File: src/rtl/core/cpcr_pkg.sv
// ----------------------------------------------------------------------------
// cpcr_pkg
// Types, constants and helpers shared by the circle pair collision response.
// ----------------------------------------------------------------------------
package cpcr_pkg;

  localparam int SQRT_STEPS = 32;
  localparam int SPD_STEPS  = 32;
  localparam int NRM_STEPS  = 17;
  localparam int CFG_AW     = 3;

  localparam logic [31:0] TIME_STEP_RESET = 32'd1092;

  typedef enum logic {
    REG_TIME_STEP = 1'b0,
    REG_PAUSED    = 1'b1
  } cfg_reg_t;

  typedef struct packed {
    logic signed [31:0] a_pos_x;
    logic signed [31:0] a_pos_y;
    logic [30:0]        a_radius;
    logic               a_movable;
    logic signed [31:0] b_pos_x;
    logic signed [31:0] b_pos_y;
    logic [30:0]        b_radius;
    logic               b_movable;
  } cpcr_in_t;

  typedef struct packed {
    logic               hit;
    logic signed [31:0] a_dvel_x;
    logic signed [31:0] a_dvel_y;
    logic signed [31:0] b_dvel_x;
    logic signed [31:0] b_dvel_y;
  } cpcr_out_t;

  typedef struct packed {
    logic [31:0] time_step;
    logic        paused;
  } cpcr_cfg_t;

  typedef struct packed {
    logic        dx_neg;
    logic        dy_neg;
    logic [31:0] ux;
    logic [31:0] uy;
    logic [31:0] sr;
    logic        am;
    logic        bm;
    logic        hit;
    logic        go;
  } cpcr_side_t;

  function automatic logic [31:0] sat_pos(input logic [31:0] p);
    return p[31] ? 32'h7FFF_FFFF : p;
  endfunction

  function automatic logic [31:0] sat_neg(input logic [31:0] p);
    return p[31] ? 32'h8000_0000 : (32'd0 - p);
  endfunction

endpackage

File: src/rtl/core/cpcr_back.sv
// ----------------------------------------------------------------------------
// cpcr_back
// Scales the normal by the speed, applies signs and saturation, and holds
// the result register.
// ----------------------------------------------------------------------------
module cpcr_back (
  input  logic                 clk,
  input  logic                 rst_n,
  input  logic                 en,
  input  logic                 in_valid,
  input  logic [31:0]          in_speed,
  input  logic [16:0]          in_nx,
  input  logic [16:0]          in_ny,
  input  cpcr_pkg::cpcr_side_t in_side,
  output logic                 out_valid,
  output cpcr_pkg::cpcr_out_t  out_data
);
  import cpcr_pkg::*;

  logic [48:0] prx_w, pry_w;
  logic        v1_r, v2_r;
  logic [31:0] px1_r, py1_r;
  cpcr_side_t  side1_r;
  cpcr_out_t   res_w, res_r;

  assign prx_w = 49'(in_nx) * 49'(in_speed);
  assign pry_w = 49'(in_ny) * 49'(in_speed);

  always_comb begin
    res_w.hit      = side1_r.hit;
    res_w.a_dvel_x = 32'sd0;
    res_w.a_dvel_y = 32'sd0;
    res_w.b_dvel_x = 32'sd0;
    res_w.b_dvel_y = 32'sd0;
    if (side1_r.go && side1_r.bm) begin
      res_w.b_dvel_x = side1_r.dx_neg ? sat_neg(px1_r) : sat_pos(px1_r);
      res_w.b_dvel_y = side1_r.dy_neg ? sat_neg(py1_r) : sat_pos(py1_r);
    end
    if (side1_r.go && side1_r.am) begin
      res_w.a_dvel_x = side1_r.dx_neg ? sat_pos(px1_r) : sat_neg(px1_r);
      res_w.a_dvel_y = side1_r.dy_neg ? sat_pos(py1_r) : sat_neg(py1_r);
    end
  end

  always_ff @(posedge clk) begin
    if (!rst_n) begin
      v1_r <= 1'b0;
      v2_r <= 1'b0;
    end else if (en) begin
      v1_r <= in_valid;
      v2_r <= v1_r;
    end
  end

  always_ff @(posedge clk) begin
    if (en) begin
      px1_r   <= prx_w[47:16];
      py1_r   <= pry_w[47:16];
      side1_r <= in_side;
      res_r   <= res_w;
    end
  end

  assign out_valid = v2_r;
  assign out_data  = res_r;

endmodule
File: config.mk
export PLATFORM = sky130hd
export DESIGN_NAME = cpcr_back
export DESIGN_NICKNAME = d
export VERILOG_FILES = /design/src/rtl/core/cpcr_pkg.sv /design/src/rtl/core/cpcr_back.sv
export SDC_FILE = /design/constraint.sdc
export NUM_CORES = 2
export LEC_CHECK = 0
export ABC_CLOCK_PERIOD_IN_PS = 13500
export BUFFER_PORTS_ARGS = -buffer_cell sky130_fd_sc_hd__buf_2
export CELL_PAD_IN_SITES_DETAIL_PLACEMENT = 1
export CELL_PAD_IN_SITES_GLOBAL_PLACEMENT = 1
export CORE_ASPECT_RATIO = 1.25
export CORE_MARGIN = 10
export CORE_UTILIZATION = 45
export DETAILED_ROUTE_END_ITERATION = 8
export HOLD_SLACK_MARGIN = 0.1
export PLACE_DENSITY_LB_ADDON = 0.3
export SYNTH_ARGS = -nofsm -noshare
export SYNTH_HDL_FRONTEND = slang
export SYNTH_SLANG_ARGS = --single-unit
File: constraint.sdc
create_clock -name clk -period 13.5 [get_ports clk]
set_clock_uncertainty 0.15 [all_clocks]
set_input_delay 0 -clock clk [delete_from_list [all_inputs] [get_ports clk]]
set_output_delay 0 -clock clk [all_outputs]
set_load 0.05 [all_outputs]
==> run summary <==
* finished, final reports clean — result of the run
* 199 — EDFF count, synth
* 21.5 um — detailed-route wire length per cell
* 5.43 — via density per instance
* 6079 — final net count
* 94600 sq um — standard cell core area
* 108000 sq um — Die ar.
* 44700 sq um — placed cell areas
* 45500 sq um — finished layout cell area
* 11000 — count of filler cells inserted in the layout
* 0 — Yosys warning total
* 6014 — non-filler instance count after layout
* 0 — total of cells resized after clock tree synthesis
* 530 ps — insertion delay to the later sink of the worst-skew pair
* primary input to register — worst min path class
* 34 — worst-path maximum fanout
* 8.99 sq um — mean cell area of the mapped netlist
* 0 — Max-cap violations
* 93300 um — sum of net half-perimeters after detailed placement
* 205 — port bufs
* 206000 um — wire length of the first global-routing pass
* sky130_fd_sc_hd__fa_1 — Crit path top cell by count
* 12 — initial antenna violation count
* 0 — max-slew violation count
* sky130_fd_sc_hd__edfxtp_1 — most used flip-flop cell after synthesis
* 0.140 — register area share after synthesis
* register — capturing element type of the critical path
* 19 — number of buffers added by the clock tree synthesis step
* 366 um — chip height
* 36900 — via count of the first global-routing pass
* 1 — H-tree Lvls
* 302 — number of placed I/O pins
* 7590 ps — minimum clock period after layout
* 0 — DRC violations left
* 297 um — x dimension of the die
* 7680 ps — arrival time at the worst endpoint
* 0.819 — RD Place Congestion
* 201 — register bit count reported by yosys
* sky130_fd_sc_hd__clkbuf_16 — root buffer selected by CTS
* buf_2 > and2_1 > fa_1 > inv_1 > fa_1 > fa_1 > fa_1 > inv_1 > fa_1 > fa_1 > ha_1 > o21a_1 > o211ai_1 > or2_2 > o211ai_1 > a221oi_2 > o31ai_1 > a31oi_1 > nor2b_1 > o21a_1 > nor2_1 > xnor2_1 — list of cells traversed by the critical path
* 0.0620 — fraction of layout cells with a size suffix above 1
* 0 — number of hold-slack violations in the final timing report
* 13580 ps — required time at the worst-slack endpoint
* 70 ps — clock transition at the registers of the reported paths
* 125 — maximum number of pins on one net before global-route repair
* 201 — clock sinks
* 32600 — via count
* 1731 — drt first-iter violations
* no — RSZ-0062 raised after global routing
* 0.242 — combined global-route utilization of all metal layers
* sky130_fd_sc_hd__fa_1 — dominant cell type by area after synthesis
* 43000 sq um — total standard cell area after synthesis
* 1070 ps — slew of the pin with the lowest slew margin
* yes — CTS tree
* sky130_fd_sc_hd__o31ai_1 — slowest cell on the critical path
* 126 — number of core rows
* 188 ps — final worst hold slack
* 75 — number of distinct library cells after synthesis
* 3 — number of buffers on the longest clock path
* 5 — length of the first detailed-routing pass in iterations
* 0 — overall overflow remaining after global route
* 132 MHz — timing-limited maximum frequency
* 920 ps — peak per-stage delay on the critical path
* 0 — Post-synth ARST share
* 5.80% — growth of design area from synthesis to finish
* 0.415 — post-synth top area share
* 0 — final setup violation count
* 5958 — cell count after placement
* 6082 — number of nets produced by synthesis
* primary input to register — Worst Setup Path Type
* 129000 um — total routed wirelength
* primary input — Setup crit start kind
* 0.455 — starting density of the core
* 0.562 — final cycle utilization of the critical path
* 0 ps — Final TNS setup
* sky130_fd_sc_hd__fa_1, sky130_fd_sc_hd__edfxtp_1, sky130_fd_sc_hd__inv_1, sky130_fd_sc_hd__ha_1, sky130_fd_sc_hd__nand2_1 — synth top area cells
* 0 — number of nets with antenna violations after detailed routing
* 4782 — gate count after technology mapping
* 0.282 — normalized max-slew margin
-- sequential cells by signal, summed over array words and instances (netlist names) --
signal     cells
out_data     129
v1_r           1
py1_r         32
px1_r         32
side1_r        5
res_w          1
out_valid      1
-- cell families (layout without fill, tap and decap cells) --
group                      Yosys count  after routing  share of synthesized area
xor gates and xnor gates            70             70                     0.0143
buffers and inverters             1320           1329                      0.118
DFF                                201            201                      0.140
AOI/OAI and AO/OA                  434            434                     0.0631
other                                0              7                          0
and+or+nand+nor                   1625           1625                      0.180
adders and majority gates         1128           1128                      0.484
muxes                                4              4                   0.000931
-- worst max-delay path: cells and delay by family --
family          cells  cell delay (ps)
compound gates      7             2070
xor+xnor            1              500
fa+ha+maj           7             3240
buf+inv             3              860
simple gates        4              950
-- cell type report --
class                   count  area, sq um  share of cell area
repair buffers            256         1460              0.0320
inverters                1040         3900              0.0858
clock buffers              22          507              0.0111
flip-flops and latches    201         6020               0.132
diodes                      7         17.5            0.000385
well taps                1216         1520              0.0334
multi-input cells        3261        31900               0.702
clock inverters            11          144             0.00316
-- final timing paths --
kind                             start                          to  slack [ps]  cells after the start
hold reg to reg   res_w[128]$_DFFE_PP_     out_data[128]$_DFFE_PP_         290                      0
setup reg to reg    py1_r[0]$_DFFE_PP_  out_data[18]$_SDFFCE_PN0P_        9580                     13
hold / removal                in_valid           v1_r$_SDFFE_PN0P_         190                      4
setup / recovery           in_speed[6]         px1_r[23]$_DFFE_PP_        5910                     22
-- cells in the mapped netlist (all sizes together), types with 43 or more instances --
library cell / count
nor2: 236
edfxtp: 199
clkbuf: 266
nor3: 82
xnor2: 45
a21o: 43
ha: 236
o22a: 53
o21ai: 78
nand2: 745
a21oi: 173
fa: 892
inv: 1040
and2: 419
-- layout by cell type (no fill, tap or decap), types with 3 or more instances in the layout --
| cell | netlist | final |
|---|---|---|
| sky130_fd_sc_hd__clkbuf_8 | 0 | 3 |
| sky130_fd_sc_hd__nand2b_1 | 10 | 10 |
| sky130_fd_sc_hd__and3_1 | 17 | 17 |
| sky130_fd_sc_hd__xnor2_1 | 45 | 45 |
| sky130_fd_sc_hd__diode_2 | 0 | 7 |
| sky130_fd_sc_hd__or3_1 | 8 | 8 |
| sky130_fd_sc_hd__a21oi_1 | 173 | 173 |
| sky130_fd_sc_hd__nor2b_1 | 22 | 22 |
| sky130_fd_sc_hd__bufinv_16 | 0 | 3 |
| sky130_fd_sc_hd__mux2i_1 | 4 | 4 |
| sky130_fd_sc_hd__fa_1 | 892 | 892 |
| sky130_fd_sc_hd__nor3b_2 | 8 | 8 |
| sky130_fd_sc_hd__o21bai_1 | 23 | 23 |
| sky130_fd_sc_hd__a21o_1 | 43 | 43 |
| sky130_fd_sc_hd__nand4_1 | 15 | 15 |
| sky130_fd_sc_hd__nor2_1 | 236 | 236 |
| sky130_fd_sc_hd__inv_1 | 1040 | 1040 |
| sky130_fd_sc_hd__o21ai_0 | 77 | 77 |
| sky130_fd_sc_hd__edfxtp_1 | 199 | 199 |
| sky130_fd_sc_hd__dlygate4sd3_1 | 1 | 16 |
| sky130_fd_sc_hd__o211ai_1 | 4 | 4 |
| sky130_fd_sc_hd__xor2_1 | 25 | 25 |
| sky130_fd_sc_hd__ha_1 | 236 | 236 |
| sky130_fd_sc_hd__and4_1 | 5 | 5 |
| sky130_fd_sc_hd__a211oi_1 | 8 | 8 |
| sky130_fd_sc_hd__clkinv_2 | 0 | 4 |
| sky130_fd_sc_hd__o22ai_1 | 8 | 8 |
| sky130_fd_sc_hd__o21a_1 | 17 | 17 |
| sky130_fd_sc_hd__and2_1 | 418 | 418 |
| sky130_fd_sc_hd__nor3b_1 | 18 | 18 |
| sky130_fd_sc_hd__nand2_1 | 744 | 743 |
| sky130_fd_sc_hd__buf_4 | 1 | 35 |
| sky130_fd_sc_hd__a31oi_1 | 8 | 8 |
| sky130_fd_sc_hd__buf_2 | 3 | 204 |
| sky130_fd_sc_hd__nand3_1 | 14 | 14 |
| sky130_fd_sc_hd__nor3_1 | 80 | 80 |
| sky130_fd_sc_hd__nor4_1 | 9 | 9 |
| sky130_fd_sc_hd__clkbuf_16 | 0 | 19 |
| sky130_fd_sc_hd__o22a_1 | 53 | 53 |
-- per-stage QoR --
step,setup WS (ps),util
after floorplan,7110,-
after global placement,5600,0.472
after detailed placement,5450,0.472
after CTS,5950,0.481
after global routing,5610,0.481
final,5910,0.481
-- layer usage --
metal  vias up  global-route usage  wire [um]
met5         -                   0         24
met4         4              0.0599       3040
met3       187              0.0232       6720
met2       848               0.425      64500
met1     17300               0.318      54800
li1      14300                   -          -
-- repair_timing --
| action | 4_1_cts | 5_1_grt |
|---|---|---|
| hold endpoints to repair | 85 | 0 |
| hold buffers | 16 | 0 |
| buffers inserted | 0 | 0 |
| endpoints found under the setup margin | 0 | 0 |
Power is not shown: default switching activity piles up to over one toggle a cycle in this logic, so the estimate is an artifact.
