## config.mk

```make
export PLATFORM = sky130hd
export DESIGN_NAME = cpcr_regs
export DESIGN_NICKNAME = d
export VERILOG_FILES = /design/src/rtl/core/cpcr_pkg.sv /design/src/rtl/core/cpcr_regs.sv
export SDC_FILE = /design/constraint.sdc
export NUM_CORES = 1
export LEC_CHECK = 0
export ABC_AREA = 1
export BUFFER_PORTS_ARGS = -buffer_cell sky130_fd_sc_hd__buf_2
export CAP_MARGIN = 20
export CORE_MARGIN = 8
export CORE_UTILIZATION = 45
export DETAILED_ROUTE_END_ITERATION = 16
export PLACE_DENSITY = 0.83
export SKIP_CTS_REPAIR_TIMING = 1
export SLEW_MARGIN = 20
export SYNTH_ARGS = -nofsm -noshare
export SYNTH_HDL_FRONTEND = slang
export SYNTH_SLANG_ARGS = --single-unit
```

## constraint.sdc

```tcl
create_clock -name clk -period 1.3 [get_ports clk]
set_input_delay 0.065 -clock clk [delete_from_list [all_inputs] [get_ports clk]]
set_output_delay 0.065 -clock clk [all_outputs]
set_load 0.02 [all_outputs]
```

## src/rtl/core/cpcr_pkg.sv

```systemverilog
// ----------------------------------------------------------------------------
// cpcr_pkg
// Types, constants and helpers shared by the circle pair collision response.
// ----------------------------------------------------------------------------
package cpcr_pkg;

  localparam int SQRT_STEPS = 32;
  localparam int SPD_STEPS  = 32;
  localparam int NRM_STEPS  = 17;
  localparam int CFG_AW     = 3;

  localparam logic [31:0] TIME_STEP_RESET = 32'd1092;

  typedef enum logic {
    REG_TIME_STEP = 1'b0,
    REG_PAUSED    = 1'b1
  } cfg_reg_t;

  typedef struct packed {
    logic signed [31:0] a_pos_x;
    logic signed [31:0] a_pos_y;
    logic [30:0]        a_radius;
    logic               a_movable;
    logic signed [31:0] b_pos_x;
    logic signed [31:0] b_pos_y;
    logic [30:0]        b_radius;
    logic               b_movable;
  } cpcr_in_t;

  typedef struct packed {
    logic               hit;
    logic signed [31:0] a_dvel_x;
    logic signed [31:0] a_dvel_y;
    logic signed [31:0] b_dvel_x;
    logic signed [31:0] b_dvel_y;
  } cpcr_out_t;

  typedef struct packed {
    logic [31:0] time_step;
    logic        paused;
  } cpcr_cfg_t;

  typedef struct packed {
    logic        dx_neg;
    logic        dy_neg;
    logic [31:0] ux;
    logic [31:0] uy;
    logic [31:0] sr;
    logic        am;
    logic        bm;
    logic        hit;
    logic        go;
  } cpcr_side_t;

  function automatic logic [31:0] sat_pos(input logic [31:0] p);
    return p[31] ? 32'h7FFF_FFFF : p;
  endfunction

  function automatic logic [31:0] sat_neg(input logic [31:0] p);
    return p[31] ? 32'h8000_0000 : (32'd0 - p);
  endfunction

endpackage

```

## src/rtl/core/cpcr_regs.sv

```systemverilog
// ----------------------------------------------------------------------------
// cpcr_regs
// APB-style register file holding the time step and the pause flag.
// ----------------------------------------------------------------------------
module cpcr_regs (
  input  logic                         clk,
  input  logic                         rst_n,
  input  logic                         psel,
  input  logic                         penable,
  input  logic                         pwrite,
  input  logic [cpcr_pkg::CFG_AW-1:0]  paddr,
  input  logic [31:0]                  pwdata,
  output logic [31:0]                  prdata,
  output logic                         pready,
  output cpcr_pkg::cpcr_cfg_t          cfg
);
  import cpcr_pkg::*;

  logic [31:0] time_step_r, time_step_nxt;
  logic        paused_r, paused_nxt;
  logic        wr;
  cfg_reg_t    idx;

  assign wr     = psel & penable & pwrite;
  assign idx    = cfg_reg_t'(paddr[2]);
  assign pready = 1'b1;

  always_comb begin
    time_step_nxt = time_step_r;
    paused_nxt    = paused_r;
    if (wr) begin
      unique case (idx)
        REG_TIME_STEP: time_step_nxt = pwdata;
        REG_PAUSED:    paused_nxt    = pwdata[0];
        default:       ;
      endcase
    end
  end

  always_comb begin
    unique case (idx)
      REG_TIME_STEP: prdata = time_step_r;
      REG_PAUSED:    prdata = {31'd0, paused_r};
      default:       prdata = 32'd0;
    endcase
  end

  always_ff @(posedge clk) begin
    if (!rst_n) begin
      time_step_r <= TIME_STEP_RESET;
      paused_r    <= 1'b0;
    end else begin
      time_step_r <= time_step_nxt;
      paused_r    <= paused_nxt;
    end
  end

  assign cfg.time_step = time_step_r;
  assign cfg.paused    = paused_r;

endmodule

```

==> impl_metrics.env, run 1 <==
export IMPL_status="complete, but fails checks"
export IMPL_failed_checks="hold timing"
export IMPL_path_class="register to output pin"
export IMPL_dp_cells=422
export IMPL_hold_class="primary input to register"
export IMPL_power_leakage_uw=0.00136
export IMPL_yosysWarnings=0
export IMPL_cts_root_buf="clkbuf_8"
export IMPL_synthSimpleGateAreaFrac_pct=40.6
export IMPL_cts_sinks=33
export IMPL_fin_nets=421
export IMPL_fp_dieArea_um2=6110
export IMPL_tightest_slew_ps=573
export IMPL_synth_nets=323
export IMPL_reg2reg_depth=2
export IMPL_drt_iter0_drc=89
export IMPL_fin_cells=430
export IMPL_cts_buffers=5
export IMPL_yosysSeqAreaShare_pct=38.0
export IMPL_crit_required_ps=1240
export IMPL_io_pins=106
export IMPL_fin_ws_ps=300
export IMPL_wirelength_um=4740
export IMPL_rrSetupSlack_ps=680
export IMPL_syn_instance_count=283
export IMPL_synth_cell_types=15
export IMPL_cp_data_arrival_time_ps=940
export IMPL_synth_adder_area_share_pct=0
export IMPL_finalHoldViolCount=1
export IMPL_rr_startpoint="time_step_r[23]"
export IMPL_dr_pass1_iters=4
export IMPL_combPwrFrac_pct=18.3
export IMPL_setup_violations=0
export IMPL_netlist_area_um2=1740
export IMPL_cap_violations=0
export IMPL_grt_max_degree=34
export IMPL_portBuffers=102
export IMPL_grt_pass1_wl_um=7710
export IMPL_finalMaxSlewViolations=0
export IMPL_crit_slowest_cell="dfxtp_1"
export IMPL_routed_via_density=4.37
export IMPL_p_switching_uw=619
export IMPL_endpoint_kind="output pin"
export IMPL_drive_gt1_share_pct=33.2
export IMPL_slowest_delay_ps=370
export IMPL_place_gp_congestion=0.742
export IMPL_hp_start="pwdata[6]"
export IMPL_seqPwrFrac_pct=48.9
export IMPL_power_density_nw_per_um2=946
export IMPL_floorplan_rows=22
export IMPL_ys_seq_elements=33
export IMPL_gr_total_overflow=0
export IMPL_swShare_pct=28.2
export IMPL_min_to="time_step_r[6]"
export IMPL_maxSlewHeadroom_pct=61.8
export IMPL_synth_top_family_by_area="simple AND/OR/NAND/NOR gates"
export IMPL_cp_startpoint="time_step_r[6]"
export IMPL_die_w_um=78.2
export IMPL_p_clk_share_pct=32.9
export IMPL_fp_dieH_um=78.2
export IMPL_utilization_pct=62.9
export IMPL_vias=1878
export IMPL_synth_xor_xnor_area_share_pct=0
export IMPL_worstReg2RegEnd="time_step_r[23]"
export IMPL_start_util_pct=47.2
export IMPL_area_delta_synth_final_pct=33.3
export IMPL_finalCriticalPeriod_ps=1000
export IMPL_drc_errors=0
export IMPL_hpwl_um=3730
export IMPL_tns_ps=0
export IMPL_synth_compound_area_share_pct=0.288
export IMPL_crit_fanout=3
export IMPL_rsz0062_at_grt="no"
export IMPL_p_int_uw=1580
export IMPL_core_um2=3690
export IMPL_cts_clk_slew_worst_paths_ps=60
export IMPL_ir_drop_v=0.000543
export IMPL_fin_skew_ps=0
export IMPL_cts_max_level=2
export IMPL_finalCritPeriodShare_pct=77.0
export IMPL_clkLatencyLatePin_ps=280
export IMPL_place_ws_ps=323
export IMPL_grt_total_usage_pct=15.0
export IMPL_syn_area_per_cell_um2=6.15
export IMPL_power_total_uw=2190
export IMPL_clock_fmax_mhz=1000
export IMPL_wire_per_inst_um=11.0
export IMPL_synthMuxAreaShare_pct=0
export IMPL_ant_nets=0
export IMPL_ctsLongestPathBuffers=2
export IMPL_diodes=0
export IMPL_crit_chain="inv_1, nor2_1, buf_2"
export IMPL_cp_start_kind="register"
export IMPL_holdPathStages=3
export IMPL_hold_ws_ps=-3.45
export IMPL_antenna_found_initial=0
export IMPL_grt_pass1_vias=1779
export IMPL_cts_tree="done"
==> kinds of logic (layout without fill, tap and decap cells) <==
group           count (synthesis)  after routing
flops                          33             33
compound gates                  1              1
buf+inv                        81            180
other cells                     1              1
simple gates                  167            167
==> worst max-delay path, delay by kind of cell, from the launching register on <==
family | cells | cell delay, ps
buffers and inverters | 2 | 220
DFF | 1 | 370
and+or+nand+nor | 1 | 80
==> power groups by stage <==
stage                     registers, uW  clock network, uW  logic, uW
after detailed placement           1090                  0        406
final                              1070                721        401
after global routing               1080                786        447
after CTS                          1070                736        406
after floorplan                    1130                  0        228
after global placement             1090                  0        397
==> cell usage after synthesis <==
library cell	count	area share [%]
nor2_1	81	17
inv_1	61	13
nand2_1	41	8.8
nand3_1	34	9.8
dfxtp_1	33	38
nor2_2	9	3.2
buf_2	6	1.7
buf_4	6	2.6
buf_6	4	2.6
clkbuf_1	2	0.43
nor2_4	2	1.3
a21oi_1	1	0.29
buf_1	1	0.22
conb_1	1	0.22
inv_2	1	0.22
==> area by class of cell <==
type,count,area (um^2)
clock buffer,8,80.1
timing repair buffer,110,571
fill,384,1370
multi-input combinational,169,716
sequential,33,661
inverter,62,233
tap,48,60.1
==> layout by cell type (no fill, tap or decap) <==
| master | n |
|---|---|
| nor2_2 | 9 |
| conb_1 | 1 |
| buf_4 | 8 |
| dfxtp_1 | 33 |
| inv_2 | 1 |
| buf_2 | 102 |
| nand2_1 | 41 |
| inv_1 | 61 |
| nand3_1 | 34 |
| nor2_4 | 2 |
| clkbuf_8 | 5 |
| a21oi_1 | 1 |
| nor2_1 | 81 |
| clkbuf_1 | 3 |
==> metal layers <==
metal  global-route usage (%)  wire [um]  vias up
met2                     25.8       2230       68
met4                     5.56         45        0
li1                         -          -      997
met5                        0          0        -
met1                     15.9       2000      808
met3                     6.26        456        5
==> flip-flops by register name, summed over array words and instances (netlist names) <==
signal and flops:
paused_r 1, time_step_r 32
==> worst max path at each step <==
stage | end | slack [ps]
CTS | prdata[12] | 280
global route | prdata[12] | 230
finish | prdata[6] | 300
detailed placement | time_step_r[23] | 320
floorplan | prdata[11] | 450
global placement | time_step_r[22] | 350
==> per-stage QoR <==
| stage | instance area [um^2] | hold slack, ps |
|---|---|---|
| after floorplan | 1740 | 191 |
| after global placement | 2240 | 278 |
| after detailed placement | 2240 | 282 |
| after CTS | 2320 | -7.92 |
| after global routing | 2320 | 10.8 |
| final | 2320 | -3.45 |
Note: power is estimated with default switching activity, not from simulation.
==> inputs of run 2 (changes only) <==
--- a/config.mk
+++ b/config.mk
@@ -9,9 +9,9 @@
 export BUFFER_PORTS_ARGS = -buffer_cell sky130_fd_sc_hd__buf_2
 export CAP_MARGIN = 20
 export CORE_MARGIN = 8
-export CORE_UTILIZATION = 45
+export CORE_UTILIZATION = 43
 export DETAILED_ROUTE_END_ITERATION = 16
-export PLACE_DENSITY = 0.83
+export PLACE_DENSITY = 0.8
 export SKIP_CTS_REPAIR_TIMING = 1
 export SLEW_MARGIN = 20
 export SYNTH_ARGS = -nofsm -noshare
==> constraint.sdc (replaced) <==
create_clock -name clk -period 1 [get_ports clk]
set_input_delay 0.05 -clock clk [delete_from_list [all_inputs] [get_ports clk]]
set_output_delay 0.05 -clock clk [all_outputs]
set_load 0.02 [all_outputs]
==> run 2 against run 1 <==
Compared with the run above: the run still ends with hold timing left; non-clock buffer count up 3; sequential cell count unchanged; largest power group unchanged; total power up 33%; global-route usage about the same; critical path type unchanged; clock skew stayed put; critical endpoint is now prdata[2]; core utilization rose by 0.55 points; register-to-register slack got worse by 410 ps; cell count rose by 1.2%.
==> impl_metrics.env, run 2 (synthesis results as in run 1) <==
export IMPL_status="complete, but fails checks"
export IMPL_failed_checks="hold timing"
export IMPL_endpoint_kind="output pin"
export IMPL_cap_violations=0
export IMPL_crit_required_ps=950
export IMPL_holdPathStages=3
export IMPL_multiInputGateArea_um2=721
export IMPL_finalHoldViolCount=2
export IMPL_hold_ws_ps=-12.0
export IMPL_setup_violations=0
export IMPL_cp_depth=3
export IMPL_ir_drop_v=0.000683
export IMPL_slowest_delay_ps=350
export IMPL_ctsLongestPathBuffers=2
export IMPL_fp_dieArea_um2=6340
export IMPL_dp_cells=424
export IMPL_crit_chain="inv_1, nor2_1, buf_4"
export IMPL_io_pins=106
export IMPL_swShare_pct=28.0
export IMPL_routed_via_density=4.40
export IMPL_finalCriticalPeriod_ps=972
export IMPL_grt_total_usage_pct=15.0
export IMPL_wirelength_um=4910
export IMPL_reg2reg_depth=3
export IMPL_drive_gt1_share_pct=41.6
export IMPL_combPwrFrac_pct=19.7
export IMPL_p_switching_uw=816
export IMPL_utilization_pct=63.4
export IMPL_finalMaxSlewViolations=0
export IMPL_top_register="time_step_r"
export IMPL_grt_pass1_vias=1793
export IMPL_portBuffers=102
export IMPL_wire_per_inst_um=11.3
export IMPL_fin_nets=424
export IMPL_critPathBufInv=2
export IMPL_core_um2=3940
export IMPL_start_util_pct=44.1
export IMPL_cts_root_buf="clkbuf_8"
export IMPL_cp_data_arrival_time_ps=920
export IMPL_tns_ps=0
export IMPL_power_leakage_uw=0.00140
export IMPL_fin_skew_ps=0
export IMPL_fin_area_um2=2500
export IMPL_ant_nets=0
export IMPL_cp_start_kind="register"
export IMPL_cts_sinks=33
export IMPL_hold_class="primary input to register"
export IMPL_fillerInstances=376
export IMPL_path_class="register to output pin"
export IMPL_grt_pass1_wl_um=7820
export IMPL_hp_start="pwdata[10]"
export IMPL_clkLatencyLatePin_ps=270
export IMPL_dr_pass1_iters=4
export IMPL_antenna_found_initial=0
export IMPL_rsz0062_at_grt="yes"
export IMPL_fin_ws_ps=27.7
export IMPL_gr_total_overflow=0
export IMPL_drc_errors=0
export IMPL_drt_iter0_drc=142
export IMPL_grt_max_degree=34
export IMPL_placed_area_um2=2290
export IMPL_cts_clk_slew_worst_paths_ps=60
export IMPL_place_ws_ps=127
export IMPL_cp_startpoint="time_step_r[2]"
export IMPL_crit_slowest_cell="dfxtp_2"
export IMPL_diodes=0
export IMPL_vias=1916
export IMPL_path_delay_family="flip-flops"
export IMPL_largest_reg_flops=32
export IMPL_p_clk_share_pct=32.2
export IMPL_finalCritPeriodShare_pct=97.2
export IMPL_floorplan_rows=23
export IMPL_seqPwrFrac_pct=48.1
export IMPL_cts_buffers=5
export IMPL_area_delta_synth_final_pct=43.7
export IMPL_crit_fanout=3
export IMPL_die_w_um=79.6
export IMPL_cts_max_level=2
export IMPL_p_int_uw=2090
export IMPL_layout_common_cells="nor2_1, buf_2, inv_1"
export IMPL_reg_top3="time_step_r (32), paused_r (1)"
export IMPL_hpwl_um=3590
export IMPL_rr_startpoint="time_step_r[21]"
export IMPL_fp_dieH_um=79.6
export IMPL_power_density_nw_per_um2=1160
export IMPL_regArea_um2=691
export IMPL_cts_tree="done"
export IMPL_fin_cells=435
export IMPL_place_gp_congestion=0.728
export IMPL_clock_fmax_mhz=1030
export IMPL_final_common_cell="nor2_1"
## run 2: changes by cell type in the layout (fill, tap and decap cells not counted), sizes merged
cell and change:
buf +2, dlygate4sd3 +1
## run 2: area by class of cell
type                       instances  area share (%)
sequential                        33            27.6
timing repair buffer             113            28.6
tap                               50            2.50
clock buffer                       8            3.20
inverter                          62            9.30
multi-input combinational        169            28.8
## run 2: per-stage QoR
step / total power, uW / hold slack (ps)
final: 2910 / -12.0
after global routing: 3080 / 1.90
after CTS: 2910 / -19.2
after detailed placement: 1970 / 272
after global placement: 1960 / 262
after floorplan: 1770 / 176
## run 2: routing by layer
layer | global-route usage, % | routed length [um] | up-vias
li1 | - | - | 1005
met1 | 15.6 | 1910 | 819
met2 | 26.3 | 2360 | 80
met3 | 6.19 | 533 | 12
met4 | 5.37 | 97 | 0
met5 | 0 | 0 | -
## run 2: final timing paths
path | endpoint | slack [ps]
setup / recovery | prdata[2] | 30
hold reg to reg | time_step_r[6] | 470
setup reg to reg | time_step_r[21] | 270
hold / removal | time_step_r[10] | -10
## run 2: worst register-to-register path, cell delays in order (launching register included)
cell     delay, ps
dfxtp_2        320
buf_4          130
nor2_1         120
nor2_2          50
## run 2: power groups by stage
stage	Sequential (uW)	Clock (uW)	Combinational (uW)
global placement	1420	0	539
global route	1410	1040	635
CTS	1390	964	550
detailed placement	1420	0	549
floorplan	1480	0	296
finish	1400	937	574
==> inputs of run 3 (changes only) <==
--- a/config.mk
+++ b/config.mk
@@ -11,6 +11,7 @@
 export CORE_MARGIN = 8
 export CORE_UTILIZATION = 43
 export DETAILED_ROUTE_END_ITERATION = 16
+export MAX_ROUTING_LAYER = met4
 export PLACE_DENSITY = 0.8
 export SKIP_CTS_REPAIR_TIMING = 1
 export SLEW_MARGIN = 20
==> run 3 against run 2 <==
Compared with the run above: the flow still finishes with violations (hold timing); first-iteration DRC count fell by 7.0%; sequential power barely moved; total power barely moved; cell count did not move; worst hold slack barely moved; largest power group unchanged; maximum frequency fell by 0.23%; non-clock buffer count did not move.
==> impl_metrics.env, run 3 (synthesis results as in run 1) <==
export IMPL_status="complete, but fails checks"
export IMPL_failed_checks="hold timing"
export IMPL_fp_dieH_um=79.6
export IMPL_vias=1923
export IMPL_hpwl_um=3590
export IMPL_cts_sinks=33
export IMPL_fin_nets=424
export IMPL_grt_pass1_wl_um=7820
export IMPL_fin_skew_ps=0
export IMPL_clock_fmax_mhz=1030
export IMPL_clkLatencyLatePin_ps=270
export IMPL_core_um2=3940
export IMPL_place_gp_congestion=0.736
export IMPL_grt_total_usage_pct=15.4
export IMPL_crit_required_ps=950
export IMPL_hold_ws_ps=-11.9
export IMPL_setup_violations=0
export IMPL_cts_clk_slew_worst_paths_ps=60
export IMPL_cp_start_kind="register"
export IMPL_die_w_um=79.6
export IMPL_tns_ps=0
export IMPL_cts_tree="done"
export IMPL_cts_buffers=5
export IMPL_portBuffers=102
export IMPL_slowest_delay_ps=350
export IMPL_finalCritPeriodShare_pct=97.5
export IMPL_ant_nets=0
export IMPL_cts_root_buf="clkbuf_8"
export IMPL_antenna_found_initial=0
export IMPL_gr_total_overflow=0
export IMPL_reg_top3="time_step_r (32), paused_r (1)"
export IMPL_power_total_uw=2910
export IMPL_hold_class="primary input to register"
export IMPL_crit_slowest_cell="dfxtp_2"
export IMPL_cap_violations=0
export IMPL_start_util_pct=44.1
export IMPL_crit_fanout=3
export IMPL_cp_data_arrival_time_ps=920
export IMPL_wire_per_inst_um=11.3
export IMPL_final_common_cell="nor2_1"
export IMPL_finalHoldViolCount=2
export IMPL_power_leakage_uw=0.00140
export IMPL_wirelength_um=4920
export IMPL_finalMaxSlewViolations=0
export IMPL_largest_reg_flops=32
export IMPL_dr_pass1_iters=4
export IMPL_crit_chain="inv_1, nor2_1, buf_4"
export IMPL_grt_max_degree=34
export IMPL_path_delay_family="flip-flops"
export IMPL_ir_drop_v=0.000682
export IMPL_area_delta_synth_final_pct=43.7
export IMPL_ctsLongestPathBuffers=2
export IMPL_finalCriticalPeriod_ps=975
export IMPL_drive_gt1_share_pct=41.6
export IMPL_path_class="register to output pin"
export IMPL_rsz0062_at_grt="yes"
export IMPL_drt_iter0_drc=132
export IMPL_routed_via_density=4.42
export IMPL_layout_common_cells="nor2_1, buf_2, inv_1"
export IMPL_critPathBufInv=2
export IMPL_diodes=0
export IMPL_io_pins=106
export IMPL_power_density_nw_per_um2=1160
export IMPL_drc_errors=0
export IMPL_fp_dieArea_um2=6340
export IMPL_cts_max_level=2
export IMPL_endpoint_kind="output pin"
export IMPL_floorplan_rows=23
export IMPL_grt_pass1_vias=1793
export IMPL_top_register="time_step_r"
## run 3: cell counts in the layout (fill, tap and decap cells not counted)
Identical to the previous run, type by type.
## run 3: final timing paths
check,from,endpoint,slack (ps),cells past startpoint
max reg2reg,time_step_r[21],time_step_r[21],270,3
min reg2reg,time_step_r[6],time_step_r[6],470,2
max,time_step_r[2],prdata[2],30,3
min,pwdata[10],time_step_r[10],-10,3
## run 3: power breakdown
part           total [uW]  switching (uW)  leakage (uW)  internal (uW)
combinational         574             341       0.00108            233
clock                 936             442     0.0000395            494
sequential           1400            33.0      0.000277           1370
## run 3: cell type report
class,count,area [um^2]
flip-flops and latches,33,691
inverters,62,233
multi-input cells,169,721
well taps,50,62.6
repair buffers,113,714
fillers,376,1440
clock buffers,8,80.1
## run 3: metal layers
layer / part of all wire, % / global-route usage (%) / vias up
met1: 41 / 16.2 / 830
met2: 49 / 26.3 / 78
met3: 9.2 / 5.18 / 10
li1: - / - / 1005
met5: 0 / - / -
met4: 1.6 / 5.37 / 0
## run 3: metrics by stage
stage                     hold WS [ps]  cell area (um^2)  instances  util [%]  worst slack [ps]
final                            -11.9              2500        435      63.4              25.5
after global routing              1.90              2500        435      63.4             -33.7
after CTS                        -19.2              2370        432      60.2             -28.1
after detailed placement           272              2290        424      58.1               127
after global placement             262              2290        424      58.1               152
after floorplan                    176              1740        283         -               168
## run 3: worst register-to-register path: cells and delay by family (launching register included)
kind | cells | cell delay (ps)
buffers and inverters | 1 | 130
flip-flops | 1 | 320
AND/OR/NAND/NOR | 2 | 170
